<file path="config.mk">
export PLATFORM = sky130hd
export DESIGN_NAME = mrq_ctrl
export DESIGN_NICKNAME = d
export VERILOG_FILES = /design/src/sv/mrq_pkg.sv /design/src/sv/mrq_ctrl.sv
export SDC_FILE = /design/constraint.sdc
export NUM_CORES = 1
export LEC_CHECK = 0
export BUFFER_PORTS_ARGS = -buffer_cell sky130_fd_sc_hd__buf_2
export CORE_AREA = 2 2 39 41
export CTS_BUF_LIST = sky130_fd_sc_hd__clkbuf_8 sky130_fd_sc_hd__clkbuf_16
export DETAILED_ROUTE_END_ITERATION = 8
export DIE_AREA = 0 0 41 43
export SLEW_MARGIN = 0
export SYNTH_ARGS = -nofsm -noshare
export SYNTH_HDL_FRONTEND = slang
export SYNTH_SLANG_ARGS = --single-unit
</file>
<file path="constraint.sdc">
create_clock -name clock -period 1.3 [get_ports clock]
set_input_delay 0.26 -clock clock [delete_from_list [all_inputs] [get_ports clock]]
set_output_delay 0.26 -clock clock [all_outputs]
set_load 0.1 [all_outputs]
</file>
<file path="src/sv/mrq_pkg.sv">
// ----------------------------------------------------------------------------
// mrq_pkg
// Shared types and constants of the message ring queue: the request and
// result records, status and opcode codes, register indexes and the
// command and status records between controller and datapath.
// ----------------------------------------------------------------------------
package mrq_pkg;

   localparam int WORD_W   = 64;
   localparam int BYTES_W  = 4;
   localparam int LEN_W    = 7;
   localparam int OCC_W    = 5;
   localparam int CNT_W    = 64;
   localparam int STATUS_W = 3;
   localparam int CSR_W    = 32;
   localparam int CSR_AW   = 3;

   localparam logic [LEN_W-1:0]   LEN_MAX    = 7'h7F;
   localparam logic [BYTES_W-1:0] WORD_BYTES = 4'd8;

   localparam logic OP_PUSH = 1'b0;
   localparam logic OP_POP  = 1'b1;

   localparam logic [STATUS_W-1:0] ST_PUSH_OK    = 3'd0;
   localparam logic [STATUS_W-1:0] ST_PUSH_FAIL  = 3'd1;
   localparam logic [STATUS_W-1:0] ST_POP_WORD   = 3'd2;
   localparam logic [STATUS_W-1:0] ST_POP_EMPTY  = 3'd3;
   localparam logic [STATUS_W-1:0] ST_POP_TOO_BIG = 3'd4;

   localparam logic CSR_MAX_PAYLOAD = 1'b0;
   localparam logic CSR_SLOTS_LOG2  = 1'b1;

   typedef struct packed {
      logic               opcode;
      logic [WORD_W-1:0]  push_word;
      logic [BYTES_W-1:0] push_bytes;
      logic               push_last;
      logic [LEN_W-1:0]   pop_capacity;
   } req_type;

   typedef struct packed {
      logic [STATUS_W-1:0] status;
      logic [WORD_W-1:0]   out_word;
      logic [BYTES_W-1:0]  out_bytes;
      logic                out_last;
      logic [LEN_W-1:0]    message_length;
      logic [OCC_W-1:0]    occupancy;
      logic [CNT_W-1:0]    failure_count;
   } rsp_type;

   typedef struct packed {
      logic push;
      logic pop_empty;
      logic len_read;
      logic pop_too_big;
      logic pop_zero;
      logic pop_start;
      logic word_step;
   } cmd_type;

   typedef struct packed {
      logic ring_empty;
      logic too_big;
      logic len_zero;
      logic word_last;
   } sts_type;

endpackage

</file>
<file path="src/sv/mrq_ctrl.sv">
// ----------------------------------------------------------------------------
// mrq_ctrl
// Controller of the message ring queue: takes requests, sequences the
// length lookup and the word stream of a pop.
// ----------------------------------------------------------------------------
module mrq_ctrl
   import mrq_pkg::*;
(
   input  logic    clock,
   input  logic    reset,
   input  logic    start,
   input  logic    opcode,
   input  sts_type sts,
   output cmd_type cmd,
   output logic    busy
);

   typedef enum logic [2:0] {
      S_IDLE = 3'b001,
      S_LEN  = 3'b010,
      S_WORD = 3'b100
   } state_type;

   state_type state_ff, state_in;

   always_ff @(posedge clock) begin
      if (reset) begin
         state_ff <= S_IDLE;
      end else begin
         state_ff <= state_in;
      end
   end

   always_comb begin
      state_in = state_ff;
      cmd      = '0;
      busy     = 1'b1;
      unique case (state_ff)
         S_IDLE: begin
            busy = 1'b0;
            if (start) begin
               if (opcode == OP_PUSH) begin
                  cmd.push = 1'b1;
               end else if (sts.ring_empty) begin
                  cmd.pop_empty = 1'b1;
               end else begin
                  cmd.len_read = 1'b1;
                  state_in     = S_LEN;
               end
            end
         end
         S_LEN: begin
            if (sts.too_big) begin
               cmd.pop_too_big = 1'b1;
               state_in        = S_IDLE;
            end else if (sts.len_zero) begin
               cmd.pop_zero = 1'b1;
               state_in     = S_IDLE;
            end else begin
               cmd.pop_start = 1'b1;
               state_in      = S_WORD;
            end
         end
         S_WORD: begin
            cmd.word_step = 1'b1;
            if (sts.word_last) begin
               state_in = S_IDLE;
            end
         end
         default: begin
            state_in = S_IDLE;
         end
      endcase
   end

endmodule

</file>
# --- Yosys cells after proc, flatten, opt, wreduce, memory -nomap -nowiden ---
# Cells that the tools add are included.
op_classes:
  eq_ne: 7
  mux: 20
  n_reduce_logical: 1
op_table:
  columns: ["cell", "count"]
  rows:
  - ["$mux W3", 9]
  - ["$pmux W3 S3", 1]
  - ["$mux W1", 8]
  - ["$ne A2 B2 Y1 const B", 4]
  - ["$mux W2", 2]
  - ["$reduce_and A4 Y1", 1]
  - ["$eq A3 B1 Y1 const B", 1]
  - ["$eq A3 B2 Y1 const B", 1]
  - ["$eq A3 B3 Y1 const B", 1]
word_totals:
  register_bits: 3
  in_bits: 8
  out_inout_bits: 8
  elab_cells: 29

# --- Depth between registers and ports, before layout ---
logic_depth:
  ltp_word: 4
  depth_mapped: 3
  ltp_nobuf: 3

# --- Least setup slack after synthesis ---
# OpenSTA, ideal clock, no wires.
synth_path:
  path_kind: "flip-flop to output port"
  start: "reg state_ff[2]"
  end: "out cmd[2] in the netlist's numbering"
  arrival_ns: 2.706
  required_time_ns: 1.040
  path_slack_ns: -1.666
  stages_incl_launch_ff: 4
  path_buffers: 0
  cell_sequence: "dfxtp_1 -> nor2_1 -> nand2_1 -> nor3b_1"
synth_lines:
  columns: ["element", "line", "rtl"]
  rows:
  - ["from (decl)", "mrq_ctrl.sv:24", "state_type state_ff, state_in;"]
  - ["from (signal assigned)", "mrq_ctrl.sv:30", "state_ff <= state_in;"]
  - ["to (decl)", "mrq_ctrl.sv:14", "output cmd_type cmd,"]

==> results.json <==
{
  "numPortBuffers": 15,
  "dp_worst_setup_slack_ns": -0.00570,
  "antenna_cells": 0,
  "fin_crit_ns": 1.51,
  "synth_area_leaders": "dfxtp_1 33%, nor2_1 10%, and3_1 6.9%, and4bb_1 6.9%, nand3b_2 6.2%",
  "report.final.slew_viol_count": 0,
  "rows": 14,
  "nets": 58,
  "yosys_warnings": 0,
  "initial_core_util": 0.131,
  "die_width_microns": 41,
  "synth_cell_types": 14,
  "synthArstFlopShare": 0,
  "setup_slack_ns": -0.211,
  "drive_above_1_share": 0.816,
  "avgSynthCellArea_sq_um": 7.89,
  "outcome": "finished with violations",
  "antenna_found_initial": 0,
  "largest_reg_flops": 3,
  "die_y_microns": 43,
  "die_area_sq_um": 1760,
  "grt_first_pass_wirelength_microns": 972,
  "tritoncts": "yes",
  "synth_largest_area_cell": "dfxtp_1",
  "ys_ff_latch": 3,
  "synth_cells": 23,
  "via_per_inst": 3.89,
  "synth_edf_count": 0,
  "hold_buffers": 0,
  "finalCritPeriodShare": 1.16,
  "wire_per_inst_microns": 8.51,
  "place_congestion": 0.686,
  "arrival_ns": 1.25,
  "fin_util": 0.427,
  "coreArea_sq_um": 1380,
  "worstSetupEndpointType": "output pin",
  "postRouteAntennaNets": 0,
  "cts_sinks": 3,
  "total_power_w": 0.000477,
  "slew_headroom": 0.861,
  "clock_path_buffers": 2,
  "largestRegisters": "state_ff x3",
  "synth_top_area_frac": 0.331,
  "rr_worst_depth": 4,
  "critPathLaunchType": "register",
  "critPathMaxFanout": 3,
  "track_usage": 0.0842,
  "root_buffer": "clkbuf_8",
  "clk_pin_slew_worst_paths_ns": 0.03,
  "ys.flop_type": "dfxtp_1",
  "violations": "setup timing",
  "holdWs_ns": 0.221,
  "dp_hpwl_microns": 462,
  "maxCapViolations": 0,
  "vdd_ir_drop_max_mv": 0.625,
  "grt_max_degree": 5,
  "route.detailed.drc": 0,
  "hold_path.class": "in -> reg",
  "area_growth_pct": 226,
  "clock_latency_ns": 0.21,
  "initialDrtViolationCount": 0,
  "cp.required_ns": 1.04,
  "synth_seq_area_share": 0.331,
  "fin_skew_ns": 0.00197,
  "cts_buffers": 3,
  "yosysMostFrequentCell": "nor2_1",
  "vias": 253,
  "totalWireLength_microns": 553,
  "multi_input_area_sq_um": 189,
  "first_global_vias": 267,
  "powerDensity_nw_per_um2": 807,
  "rsz0062_at_grt": "true",
  "io_pins": 16,
  "synth_top_cells_by_count": "5 x nor2_1, 3 x dfxtp_1, 2 x and3_1, 2 x nand2_1, 2 x nor3_1",
  "p_leak_nw": 0.269,
  "syn_area_sq_um": 181,
  "dr.pass1.iters": 1,
  "grt-ovfl-total": 0,
  "final-seq-area_sq_um": 66.3,
  "syn_nets": 31,
  "min_delay_path_depth": 2,
  "fmaxAchievable_ghz": 0.662,
  "h-tree-depth": 1,
  "path_class": "reg -> out",
  "final-setup-viol-count": 8,
  "setup_tns_ns": -1.29,
  "fillers": 140,
  "tightest_slew_ns": 0.207,
  "largest_register": "state_ff",
  "hold_viol": 0
}
worst paths after layout:
path,startpoint,to,slack [ns]
min,reset,state_ff[1],0.22
max reg2reg,state_ff[1],state_ff[0],0.10
max,state_ff[1],cmd[5],-0.21
min reg2reg,state_ff[1],state_ff[2],0.62
logic make-up after synthesis:
| kind of cell | Yosys count | synth area share |
|---|---|---|
| simple gates | 17 | 0.552 |
| flops | 3 | 0.331 |
| compound gates | 2 | 0.0966 |
| buf+inv | 1 | 0.0207 |
cell type report:
class,count,share of cell area
Clock buffer,3,0.0699
Multi-Input combinational cell,19,0.320
Timing Repair Buffer,22,0.445
Tap cell,16,0.0339
Inverter,1,0.0127
Clock inverter,1,0.00636
Sequential cell,3,0.112
what timing repair did:
item,4_1_cts,5_1_grt
pin swaps,6,3
gates resized for setup,3,4
buffers inserted,1,2
setup endpoints to repair,7,9
cell usage in the layout (no fill, tap or decap), drive strengths merged, types with 2 or more instances in the layout:
cell and n:
dfxtp 3, buf 22, and3 2, nand2 2
clkbuf 3, nor2 5, nor3 2
through the flow:
stage | cell area (sq um) | cells
CTS | 579 | 65
finish | 591 | 65
global placement | 519 | 60
detailed placement | 519 | 60
global route | 591 | 65
floorplan | 259 | 23
metal layers:
| layer | routed length [microns] | up-vias | track usage |
|---|---|---|---|
| li1 | - | 134 | - |
| met1 | 176 | 113 | 0.0831 |
| met2 | 338 | 6 | 0.131 |
| met3 | 38 | 0 | 0.0209 |
| met4 | 0 | 0 | 0.0800 |
| met5 | 0 | - | 0 |
where the power goes:
| part | leakage, nW | total, W | switching, W | internal, W |
|---|---|---|---|---|
| clock network | 0.0269 | 0.000256 | 0.0000555 | 0.000200 |
| logic | 0.216 | 0.000126 | 0.0000727 | 0.0000529 |
| registers | 0.0253 | 0.0000952 | 0.00000197 | 0.0000932 |
| total | 0.269 | 0.000477 | 0.000130 | 0.000347 |
critical path: stages, from the launching register on:
cell,delay [ns]
dfxtp_2,0.32
and4bb_2,0.35
and3_4,0.21
buf_12,0.17
Note: power is estimated with default switching activity, not from simulation.
